### src/hw/rtl/eav_pkg.sv
package eav_pkg;

  // Byte codes the parser looks for
  localparam logic [7:0] CH_AT     = 8'h40;
  localparam logic [7:0] CH_DOT    = 8'h2E;
  localparam logic [7:0] CH_HYPHEN = 8'h2D;
  localparam logic [7:0] CH_QUOTE  = 8'h22;
  localparam logic [7:0] CH_BSLASH = 8'h5C;

  // qtext range
  localparam logic [7:0] QTEXT_LO = 8'd33;
  localparam logic [7:0] QTEXT_HI = 8'd126;

  // Domain length counter saturates here; also the minimum length
  localparam logic [1:0] DOMAIN_LEN_MIN = 2'd3;

  // Parse phase of the current address
  typedef enum logic [2:0] {
    PH_START   = 3'd0,
    PH_ATOM    = 3'd1,
    PH_QOPEN   = 3'd2,
    PH_QCLOSED = 3'd3,
    PH_DOMAIN  = 3'd4
  } phase_t;

  // Class of the previous domain byte
  typedef enum logic [1:0] {
    DC_NONE   = 2'd0,
    DC_DOT    = 2'd1,
    DC_HYPHEN = 2'd2,
    DC_OTHER  = 2'd3
  } dclass_t;

  // One classified byte, as queued between front and back
  typedef struct packed {
    logic last;
    logic high;
    logic is_at;
    logic is_dot;
    logic is_hyphen;
    logic is_quote;
    logic is_bslash;
    logic is_alnum;
    logic atom_char;
    logic quoted_char;
  } class_t;

  // Queue fill status
  typedef struct packed {
    logic empty;
    logic full;
  } queue_status_t;

endpackage

### src/hw/rtl/eav_if.sv
// Byte stream channel
interface eav_in_if;
  logic       valid;
  logic       ready;
  logic [7:0] char_byte;
  logic       last_byte;

  modport source (output valid, char_byte, last_byte, input ready);
  modport sink   (input valid, char_byte, last_byte, output ready);
endinterface

// Verdict channel
interface eav_out_if;
  logic valid;
  logic ready;
  logic address_valid;

  modport source (output valid, address_valid, input ready);
  modport sink   (input valid, address_valid, output ready);
endinterface

### src/hw/rtl/eav_classify.sv
module eav_classify (
  eav_in_if.sink             addr_stream,
  input  eav_pkg::queue_status_t q_status,
  output logic               push,
  output eav_pkg::class_t    entry
);

  logic [7:0] b;

  assign b = addr_stream.char_byte;

  // Take a byte whenever the queue has room
  assign addr_stream.ready = !q_status.full;
  assign push              = addr_stream.valid && !q_status.full;

  // Per-byte character classes
  always_comb begin
    entry.last      = addr_stream.last_byte;
    entry.high      = b[7];
    entry.is_at     = (b == eav_pkg::CH_AT);
    entry.is_dot    = (b == eav_pkg::CH_DOT);
    entry.is_hyphen = (b == eav_pkg::CH_HYPHEN);
    entry.is_quote  = (b == eav_pkg::CH_QUOTE);
    entry.is_bslash = (b == eav_pkg::CH_BSLASH);
    entry.is_alnum  = b inside {[8'h30:8'h39], [8'h41:8'h5A], [8'h61:8'h7A]};
    // atext: alnum plus the specials, '-' included, '.' excluded
    entry.atom_char = entry.is_alnum ||
                      (b inside {8'h21, 8'h23, 8'h24, 8'h25, 8'h26, 8'h27, 8'h2A,
                                 8'h2B, 8'h2D, 8'h2F, 8'h3D, 8'h3F, 8'h5E, 8'h5F,
                                 8'h60, 8'h7B, 8'h7C, 8'h7D, 8'h7E});
    entry.quoted_char = (b >= eav_pkg::QTEXT_LO) && (b <= eav_pkg::QTEXT_HI) &&
                        !entry.is_quote && !entry.is_bslash;
  end

endmodule

### src/hw/rtl/eav_queue.sv
module eav_queue #(
  parameter int DEPTH = 2
) (
  input  logic                   clk,
  input  logic                   rst,
  input  logic                   push,
  input  eav_pkg::class_t        push_entry,
  input  logic                   pop,
  output eav_pkg::class_t        head,
  output eav_pkg::queue_status_t status
);

  localparam int PW = (DEPTH > 1) ? $clog2(DEPTH) : 1;
  localparam int CW = $clog2(DEPTH + 1);
  localparam logic [PW-1:0] LAST_IDX = PW'(DEPTH - 1);
  localparam logic [CW-1:0] FULL_CNT = CW'(DEPTH);

  eav_pkg::class_t slots [DEPTH];
  logic [PW-1:0]   wr_ptr;
  logic [PW-1:0]   rd_ptr;
  logic [CW-1:0]   count;

  assign head         = slots[rd_ptr];
  assign status.empty = (count == '0);
  // Reported full during reset so no item is taken then
  assign status.full  = rst || (count == FULL_CNT);

  // Pointers and fill count
  always_ff @(posedge clk) begin
    if (rst) begin
      wr_ptr <= '0;
      rd_ptr <= '0;
      count  <= '0;
    end else begin
      if (push) begin
        wr_ptr <= (wr_ptr == LAST_IDX) ? '0 : wr_ptr + 1'b1;
      end
      if (pop) begin
        rd_ptr <= (rd_ptr == LAST_IDX) ? '0 : rd_ptr + 1'b1;
      end
      if (push && !pop) begin
        count <= count + 1'b1;
      end else if (pop && !push) begin
        count <= count - 1'b1;
      end
    end
  end

  // Entry storage
  always_ff @(posedge clk) begin
    if (push) begin
      slots[wr_ptr] <= push_entry;
    end
  end

endmodule

### src/hw/rtl/eav_parse.sv
module eav_parse (
  input  logic                   clk,
  input  logic                   rst,
  input  eav_pkg::class_t        head,
  input  eav_pkg::queue_status_t q_status,
  output logic                   pop,
  eav_out_if.source              verdict
);

  eav_pkg::phase_t  phase, phase_next;
  eav_pkg::dclass_t prev_class, prev_class_next;
  logic       escape_pending, escape_pending_next;
  logic       local_prev_dot, local_prev_dot_next;
  logic       at_label_start, at_label_start_next;
  logic       domain_has_dot, domain_has_dot_next;
  logic [1:0] domain_len, domain_len_next;
  logic       failed, failed_next;
  logic       ok_next;
  logic       out_valid;
  logic       out_value;

  // Pop unless a last byte would overwrite an untaken verdict
  assign pop = !q_status.empty && (!head.last || !out_valid || verdict.ready);

  assign verdict.valid         = out_valid;
  assign verdict.address_valid = out_value;

  // Per-byte parse rules
  always_comb begin
    phase_next          = phase;
    prev_class_next     = prev_class;
    escape_pending_next = escape_pending;
    local_prev_dot_next = local_prev_dot;
    at_label_start_next = at_label_start;
    domain_has_dot_next = domain_has_dot;
    domain_len_next     = domain_len;
    failed_next         = failed || head.high;

    if (phase == eav_pkg::PH_DOMAIN) begin
      if (!(head.is_alnum || head.is_hyphen || head.is_dot)) begin
        failed_next = 1'b1;
      end else begin
        if (head.is_dot) begin
          if (at_label_start || prev_class == eav_pkg::DC_HYPHEN) begin
            failed_next = 1'b1;
          end
          domain_has_dot_next = 1'b1;
          at_label_start_next = 1'b1;
          prev_class_next     = eav_pkg::DC_DOT;
        end else begin
          if (at_label_start && head.is_hyphen) begin
            failed_next = 1'b1;
          end
          at_label_start_next = 1'b0;
          prev_class_next     = head.is_hyphen ? eav_pkg::DC_HYPHEN : eav_pkg::DC_OTHER;
        end
        if (domain_len != eav_pkg::DOMAIN_LEN_MIN) begin
          domain_len_next = domain_len + 2'd1;
        end
      end
    end else if (head.is_at) begin
      // Split point: local part must be complete
      if (phase == eav_pkg::PH_START || phase == eav_pkg::PH_QOPEN) begin
        failed_next = 1'b1;
      end
      if (phase == eav_pkg::PH_ATOM && local_prev_dot) begin
        failed_next = 1'b1;
      end
      phase_next          = eav_pkg::PH_DOMAIN;
      escape_pending_next = 1'b0;
    end else begin
      case (phase)
        eav_pkg::PH_START: begin
          if (head.is_quote) begin
            phase_next = eav_pkg::PH_QOPEN;
          end else if (head.atom_char) begin
            phase_next          = eav_pkg::PH_ATOM;
            local_prev_dot_next = 1'b0;
          end else begin
            failed_next         = 1'b1;
            phase_next          = eav_pkg::PH_ATOM;
            local_prev_dot_next = head.is_dot;
          end
        end
        eav_pkg::PH_ATOM: begin
          if (head.is_dot) begin
            if (local_prev_dot) begin
              failed_next = 1'b1;
            end
            local_prev_dot_next = 1'b1;
          end else begin
            if (!head.atom_char) begin
              failed_next = 1'b1;
            end
            local_prev_dot_next = 1'b0;
          end
        end
        eav_pkg::PH_QOPEN: begin
          if (escape_pending) begin
            escape_pending_next = 1'b0;
          end else if (head.is_bslash) begin
            escape_pending_next = 1'b1;
          end else if (head.is_quote) begin
            phase_next = eav_pkg::PH_QCLOSED;
          end else if (!head.quoted_char) begin
            failed_next = 1'b1;
          end
        end
        default: begin
          // anything after the closing quote other than '@'
          failed_next = 1'b1;
        end
      endcase
    end

    ok_next = !failed_next && phase_next == eav_pkg::PH_DOMAIN &&
              domain_len_next == eav_pkg::DOMAIN_LEN_MIN && domain_has_dot_next &&
              prev_class_next == eav_pkg::DC_OTHER;
  end

  // Parse state, cleared after each last byte
  always_ff @(posedge clk) begin
    if (rst || (pop && head.last)) begin
      phase          <= eav_pkg::PH_START;
      prev_class     <= eav_pkg::DC_NONE;
      escape_pending <= 1'b0;
      local_prev_dot <= 1'b0;
      at_label_start <= 1'b1;
      domain_has_dot <= 1'b0;
      domain_len     <= '0;
      failed         <= 1'b0;
    end else if (pop) begin
      phase          <= phase_next;
      prev_class     <= prev_class_next;
      escape_pending <= escape_pending_next;
      local_prev_dot <= local_prev_dot_next;
      at_label_start <= at_label_start_next;
      domain_has_dot <= domain_has_dot_next;
      domain_len     <= domain_len_next;
      failed         <= failed_next;
    end
  end

  // Verdict output register
  always_ff @(posedge clk) begin
    if (rst) begin
      out_valid <= 1'b0;
    end else if (pop && head.last) begin
      out_valid <= 1'b1;
    end else if (verdict.ready) begin
      out_valid <= 1'b0;
    end
  end

  always_ff @(posedge clk) begin
    if (pop && head.last) begin
      out_value <= ok_next;
    end
  end

endmodule

### src/hw/rtl/email_address_validator_core.sv
// Channel       Dir  Payload                         Item
// addr_stream   in   char_byte[7:0], last_byte       one byte of an address
// verdict       out  address_valid                   one verdict per address
//
// One byte per cycle sustained while no verdict is stalled; the classifier writes a
// small queue and the parser takes one queued byte per cycle.
// A last byte passes the queue slot, then the verdict register, before its verdict shows.
// rst is synchronous and empties the queue, clears the parse state and the verdict.
// A stalled verdict holds only the parser at a last byte; the queue still fills.
module email_address_validator_core #(
  parameter int QUEUE_DEPTH = 2
) (
  input logic        clk,
  input logic        rst,
  eav_in_if.sink     addr_stream,
  eav_out_if.source  verdict
);

  eav_pkg::class_t        in_entry;
  eav_pkg::class_t        head;
  eav_pkg::queue_status_t q_status;
  logic                   push;
  logic                   pop;

  // Front: accept and classify
  eav_classify u_classify (
    .addr_stream (addr_stream),
    .q_status    (q_status),
    .push        (push),
    .entry       (in_entry)
  );

  // Decoupling queue
  eav_queue #(
    .DEPTH (QUEUE_DEPTH)
  ) u_queue (
    .clk        (clk),
    .rst        (rst),
    .push       (push),
    .push_entry (in_entry),
    .pop        (pop),
    .head       (head),
    .status     (q_status)
  );

  // Back: parse and report
  eav_parse u_parse (
    .clk      (clk),
    .rst      (rst),
    .head     (head),
    .q_status (q_status),
    .pop      (pop),
    .verdict  (verdict)
  );

  // Queue cannot be empty and full at once
  a_queue_status: assert property (@(posedge clk) disable iff (rst)
    !(q_status.empty && q_status.full))
    else $error("queue empty and full together");

  // A byte taken into an empty queue is present on the next cycle
  a_queue_fill: assert property (@(posedge clk) disable iff (rst)
    (push && q_status.empty) |=> !q_status.empty)
    else $error("accepted byte lost from queue");

  // A new verdict appears only after a last byte was parsed
  a_verdict_src: assert property (@(posedge clk) disable iff (rst)
    $rose(verdict.valid) |-> $past(pop && head.last))
    else $error("verdict without a last byte");

  // A waiting verdict is never overwritten by the next address
  a_no_overwrite: assert property (@(posedge clk) disable iff (rst)
    (!q_status.empty && head.last && verdict.valid && !verdict.ready) |-> !pop)
    else $error("verdict overwritten while stalled");

endmodule

### src/flat_wrapper.sv
// flat-port wrapper written by rule: the top's interface ports become plain ports
module email_address_validator_core_flat 
#(
  parameter int QUEUE_DEPTH = 2
)
  (clk, rst, addr_stream_valid, addr_stream_char_byte, addr_stream_last_byte, addr_stream_ready, verdict_valid, verdict_address_valid, verdict_ready);
  eav_in_if addr_stream_i ();
  eav_out_if verdict_i ();
  input logic clk;
  input logic rst;
  input wire logic [$bits(addr_stream_i.valid)-1:0] addr_stream_valid;
  input wire logic [$bits(addr_stream_i.char_byte)-1:0] addr_stream_char_byte;
  input wire logic [$bits(addr_stream_i.last_byte)-1:0] addr_stream_last_byte;
  output wire logic [$bits(addr_stream_i.ready)-1:0] addr_stream_ready;
  output wire logic [$bits(verdict_i.valid)-1:0] verdict_valid;
  output wire logic [$bits(verdict_i.address_valid)-1:0] verdict_address_valid;
  input wire logic [$bits(verdict_i.ready)-1:0] verdict_ready;
  assign addr_stream_i.valid = addr_stream_valid;
  assign addr_stream_i.char_byte = addr_stream_char_byte;
  assign addr_stream_i.last_byte = addr_stream_last_byte;
  assign addr_stream_ready = addr_stream_i.ready;
  assign verdict_valid = verdict_i.valid;
  assign verdict_address_valid = verdict_i.address_valid;
  assign verdict_i.ready = verdict_ready;
  email_address_validator_core #(.QUEUE_DEPTH(QUEUE_DEPTH)) u_core (.clk(clk), .rst(rst), .addr_stream(addr_stream_i), .verdict(verdict_i));
endmodule
### config.mk
export PLATFORM = sky130hd
export DESIGN_NAME = email_address_validator_core_flat
export DESIGN_NICKNAME = d
export VERILOG_FILES = /design/src/hw/rtl/eav_pkg.sv /design/src/hw/rtl/eav_if.sv /design/src/hw/rtl/eav_classify.sv /design/src/hw/rtl/eav_queue.sv /design/src/hw/rtl/eav_parse.sv /design/src/hw/rtl/email_address_validator_core.sv /design/src/flat_wrapper.sv
export SDC_FILE = /design/constraint.sdc
export NUM_CORES = 1
export LEC_CHECK = 0
export BUFFER_PORTS_ARGS = -buffer_cell sky130_fd_sc_hd__buf_2
export CAP_MARGIN = 15
export CORE_AREA = 2 2 60 62
export CTS_CLUSTER_SIZE = 10
export DETAILED_ROUTE_END_ITERATION = 8
export DIE_AREA = 0 0 62 64
export PLACE_DENSITY = 0.85
export SETUP_SLACK_MARGIN = 0.5
export SYNTH_ARGS = -nofsm -noshare
export SYNTH_HDL_FRONTEND = slang
export SYNTH_HIERARCHICAL = 1
export SYNTH_SLANG_ARGS = --single-unit
### constraint.sdc
create_clock -name clk -period 6.62 [get_ports clk]
set_clock_uncertainty 0.2 [all_clocks]
set_input_delay 0.993 -clock clk [delete_from_list [all_inputs] [get_ports clk]]
set_output_delay 0.993 -clock clk [all_outputs]
set_load 0.02 [all_outputs]
* Word level (Yosys, flattened, before mapping)
Memory sizes are Yosys's and may differ from the RTL's. A register that Yosys moved wholly into a read port is not among the register bits.
Cells that the tools add are included.
** Word-level totals
- Word-level logic and storage cells :: 161
- Memory bits (writable) :: 20
- Flip-flop bits (word level) :: 18
- Memories kept :: 1
- Bits of input ports :: 13
** Operators by class
- Add/sub/neg operators :: 5
- Reduce and logical (&&, ||, !) cells :: 47
- Bitwise operators :: 2
- Magnitude comparators :: 8
- Equal/unequal tests :: 33
- Muxes and demuxes :: 52
** Memory list
- u_core.u_queue.slots :: depth 2, width 10, read ports 1, clocked after Yosys merged registers in 1, wr ports 1, RTL line eav_queue.sv:18 : eav_pkg::class_t slots [DEPTH];
** Operator list (number)
- 8-bit by 6-bit equality test with 1-bit output, second input constant :: 14
- 8-bit by 7-bit equality test with 1-bit output, second input constant :: 9
- 1-bit two-way mux :: 35
- 8-bit by 7-bit less-or-equal comparator with 1-bit output, second input constant :: 3
- 19-bit nonzero test :: 1
- 2-bit two-way mux :: 9
- 1-bit logical AND :: 17
- 8-bit by 6-bit greater-or-equal comparator with 1-bit output, second input constant :: 2
- 8-bit by 7-bit greater-or-equal comparator with 1-bit output, second input constant :: 2
- 3-bit two-way mux :: 5
- 1-bit logical OR :: 10
- 1-bit zero test :: 9
- 2-bit equality test, second input constant :: 4
- 8-bit by 6-bit less-or-equal comparator with 1-bit output, second input constant :: 1
- 2-bit nonzero test :: 4
- 3-bit equality test, second input constant :: 2
- 3-bit one-hot mux with 2 select lines :: 1
- 3-bit AND reduction :: 2
- 5-bit AND reduction :: 1
- 2-bit by 1-bit adder with 2-bit output, second input constant :: 2
- 2-bit != test, second input constant :: 2
- 3-bit by 1-bit equality test with 1-bit output, second input constant :: 1
- 3-bit by 2-bit equality test with 1-bit output, second input constant :: 1
- 3-bit zero test :: 1
- other kinds (7) :: 9

* Depth between registers and ports, before layout
- Depth after elaboration :: 13
- Gate-level depth with buffers :: 9
- Gate-level depth less buffers :: 8

* Modules after synthesis
The synthesis kept the hierarchy.
** By module, submodules not included
- eav_queue :: cells an instance 54, times used 1, area an instance 928.4 sq um, seq. area each 700.7 sq um
- eav_parse :: cells an instance 94, times used 1, area an instance 820.8 sq um, seq. area each 290.3 sq um
- eav_classify :: cells an instance 47, times used 1, area an instance 286.5 sq um, seq. area each 0.0 sq um

* Least setup slack after synthesis
No wires, ideal clock.
- Path type :: input -> register
- From :: in rst
- To :: mem u_core/u_queue/slots[0][0] (netlist bit), enable pin
- Data arrival time :: 1.907 ns
- Setup time :: 0.377 ns
- Required time :: 6.043 ns
- Path buffers :: 0
- Stages :: 3
- Setup slack :: 4.136 ns
- Cells stage by stage :: a21o_1 nor2b_1 nor2b_1
** Between the ends
- Longest elaborated chain between the ends :: 5
** RTL lines
- start: declaration :: RTL line flat_wrapper.sv:10 : input logic rst;
- 1-bit logical OR :: RTL line eav_queue.sv:26 : assign status.full = rst || (count == FULL_CNT);
- 1-bit zero test :: RTL line eav_classify.sv:14 : assign push = addr_stream.valid && !q_status.full;
- 1-bit logical AND :: RTL line eav_classify.sv:14
- named net u_core.push :: RTL line email_address_validator_core.sv:22 : logic push;
- 1-bit two-way mux :: RTL line eav_queue.sv:51 : if (push) begin
- 1-bit two-way mux (implied by the code) :: RTL line eav_queue.sv:52 : slots[wr_ptr] <= push_entry;
- end: declaration :: RTL line eav_queue.sv:18
The timed path passes the listed nets, and every way through them passes these cells.

==> flow_summary.ini <==
[status]
status = finished clean

[power_and_ir_drop]
net-switching-power_w = 0.000243
p_leak_nw = 0.799
power_frac_seq_pct = 48.5
p_int_w = 0.000424
power_frac_comb_pct = 34.2
switching_share_pct = 36.4
irDropWorstVdd_mv = 0.147
p_clk_share_pct = 17.2
p_per_area_nw_per_um2 = 310

[hold_path]
min_path_type = flop to flop
hold_path.startpoint = u_core/u_parse/domain_has_dot
holdPathStages = 2
worstHoldEndpoint = u_core/u_parse/domain_has_dot

[route]
routed_wl_um = 3760
routed-via-count = 1495
drt-initial-drc-count = 103
drtAntennaViolNets = 0
avgViaCountPerCell = 5.93
dr.pass1.iters = 4
drc = 0
wire_per_inst_um = 14.9

[clock_tree]
ctsHoldBuffers = 0
cts.sinks = 39
clock_path_buffers = 2
numCtsBuffers = 5
clk_latency_ps = 340
post_cts_buffers = 0
cts_resized = 0
htreeDepth = 2
clockRootBuffer = clkbuf_4
clkSlewWorstSetupHoldPaths_ps = 120
tritoncts = done

[placed_design]
place.gp.congestion = 0.905
dp_hpwl_um = 2840
dp_cells = 244
port_buffers = 15

[worst_setup_path]
crit_path_top_delay_cell = a21o_1
reg2reg_depth = 7
arrival_ps = 1530
timing.rr.end = u_core/u_queue/count[1]
crit_start = rst
crit_chain = buf_2, a21o_1, inv_1, buf_2
endpoint_kind = output pin
cp-start-kind = input pin
critical_path.top_delay_family = buffers and inverters
crit_fanout = 10
worstSetupPathType = input pin to output pin
slowest_delay_ps = 180
reg2reg_slack_ps = 3970
worstPathRequired_ps = 5430
cpMostUsedCell = buf_2
path_buf_inv = 3

[layout]
syn_to_final_growth_pct = 5.53
fin_cells = 252
nNetsFinal = 219
drive_above_1_share_pct = 21.8
antennaDiodeCount = 0
fill_cells = 271

[synth]
ys_seq_elements = 39
async_flop_share_pct = 0
synth_compound_area_share_pct = 15.1
yosys_most_used_dff = edfxtp_1
yosys-mux-area-fraction_pct = 6.52
synthSimpleGateAreaFrac_pct = 21.6
synthAdderAreaFrac_pct = 0.615
avgSynthCellArea_um2 = 10.4
synth_top_area_share_pct = 31.0
yosysUniqueCellTypes = 62
yosysMostFrequentCell = nor2_1
synth_area_um2 = 2040
syn_inst = 195
yosysWarnings = 6
synth_top_family_by_area = simple AND/OR/NAND/NOR gates
ys_seq_area_share_pct = 48.7
synth_xor_area_share_pct = 2.15
synthTopCellsByCount = nor2_1 (23), edfxtp_1 (21), dfxtp_1 (18), mux2_2 (10)
synth_edf_count = 21
synth.largest_area_cell = edfxtp_1
synthesis.nets = 209
synth.area.top_cells = edfxtp_1 (31%), dfxtp_1 (18%), mux2_2 (5.5%), nor2_1 (4.2%), a21oi_1 (2.2%)

[sta]
period_needed_ps = 2730
post-route-period-util_pct = 41.2
relSlewSlack_pct = 46.4
worst_slew_pin_slew_ps = 802
setup_tns_ps = 0
rsz0062_at_grt = false
setup_viol = 0
fmax_ghz = 0.367
hold_viol_final = 0
timing.hold.ws_ps = 266
slew_viol_final = 0

[global_route]
grt_pass1_wl_um = 6220
first_global_vias = 1416
grt_max_degree = 13
grt_overflow = 0
grt_usage_pct = 21.4
antenna_found_initial = 0

[floorplanning]
rows = 21
dieWidth_um = 62
dieArea_um2 = 3970
num_io_pins = 16
die_y_um = 64
core_area_um2 = 3280
initial_core_util_pct = 62.0

[run]
maxCapViolCount = 0
layout make-up:
class	count	area (um^2)	area share, %
tap	46	57.6	2.68
sequential	39	991	46.1
timing repair buffer	15	75.1	3.49
clock inverter	2	11.3	0.524
clock buffer	6	41.3	1.92
inverter	10	37.5	1.75
multi-input combinational	134	935	43.5
per-stage QoR:
| stage | power [W] | instance area (um^2) | worst slack [ps] | util (%) |
|---|---|---|---|---|
| finish | 0.000666 | 2150 | 3890 | 65.4 |
| global route | 0.000709 | 2150 | 3870 | 65.4 |
| CTS | 0.000668 | 2150 | 3890 | 65.4 |
| detailed placement | 0.000553 | 2100 | 3750 | 63.8 |
| global placement | 0.000540 | 2100 | 3800 | 63.8 |
| floorplan | 0.000507 | 2040 | 4140 | - |
power by group through the flow:
stage,Combinational (W),Sequential [W],Clock (W)
2_1_floorplan,0.000194,0.000313,0
3_3_place_gp,0.000215,0.000326,0
3_5_place_dp,0.000224,0.000329,0
4_1_cts,0.000226,0.000323,0.000120
5_1_grt,0.000250,0.000328,0.000130
6_report,0.000228,0.000323,0.000115
sequential cells by signal (all words and copies together), names as in the netlist, named ones only:
register / cells
u_core/u_queue/slots: 20
u_core/u_parse/phase: 3
u_core/u_parse/domain_len: 2
u_core/u_parse/prev_class: 2
u_core/u_queue/count: 2
u_core/u_parse/at_label_start: 1
u_core/u_parse/domain_has_dot: 1
u_core/u_parse/escape_pending: 1
u_core/u_parse/failed: 1
u_core/u_parse/local_prev_dot: 1
u_core/u_parse/verdict.address_valid: 1
u_core/u_parse/verdict.valid: 1
u_core/u_queue/rd_ptr: 1
u_core/u_queue/wr_ptr: 1
worst min-delay path: stages, from the launching register on:
cell and delay (ps):
dfxtp_1 340, inv_1 50, a21oi_1 50
cell families after synthesis:
kind of cell,after synthesis
AO/OA/AOI/OAI,41
flip-flops,39
AND/OR/NAND/NOR,75
buffers and inverters,22
XOR/XNOR,5
multiplexers,12
adder cells (fa/ha/maj),1
worst max-delay path by stage:
stage | to | depth (start not counted)
finish | addr_stream_ready | 4
global route | addr_stream_ready | 4
CTS | addr_stream_ready | 4
detailed placement | u_core/u_queue/slots[0][3] | 4
global placement | u_core/u_queue/slots[0][0] | 4
floorplan | u_core/u_queue/slots[0][0] | 3
metal layers:
layer  global-route usage [%]  part of all wire (%)
met5                        0                     0
met3                     5.26                   4.8
met4                     9.84                  0.93
met2                     35.2                    51
met1                     25.5                    43
cell usage in the layout (no fill, tap or decap), types with 2 or more instances in the layout:
master    instances
nor4_1            7
a31oi_1           4
and3b_1           2
edfxtp_1         21
a21oi_1           9
dfxtp_1          18
nand2_1           7
nor2b_1           3
nor2_1           23
and3_1            5
xor2_1            3
inv_1             9
nor3_1            4
nand2b_1          4
nand3b_1          2
o21ai_1           2
o221ai_1          2
mux2i_1           2
xnor2_1           2
a211oi_1          3
clkbuf_4          5
o21ai_0           4
o211ai_1          2
buf_2            15
mux2_2           10
Note: power is estimated with default switching activity, not from simulation.
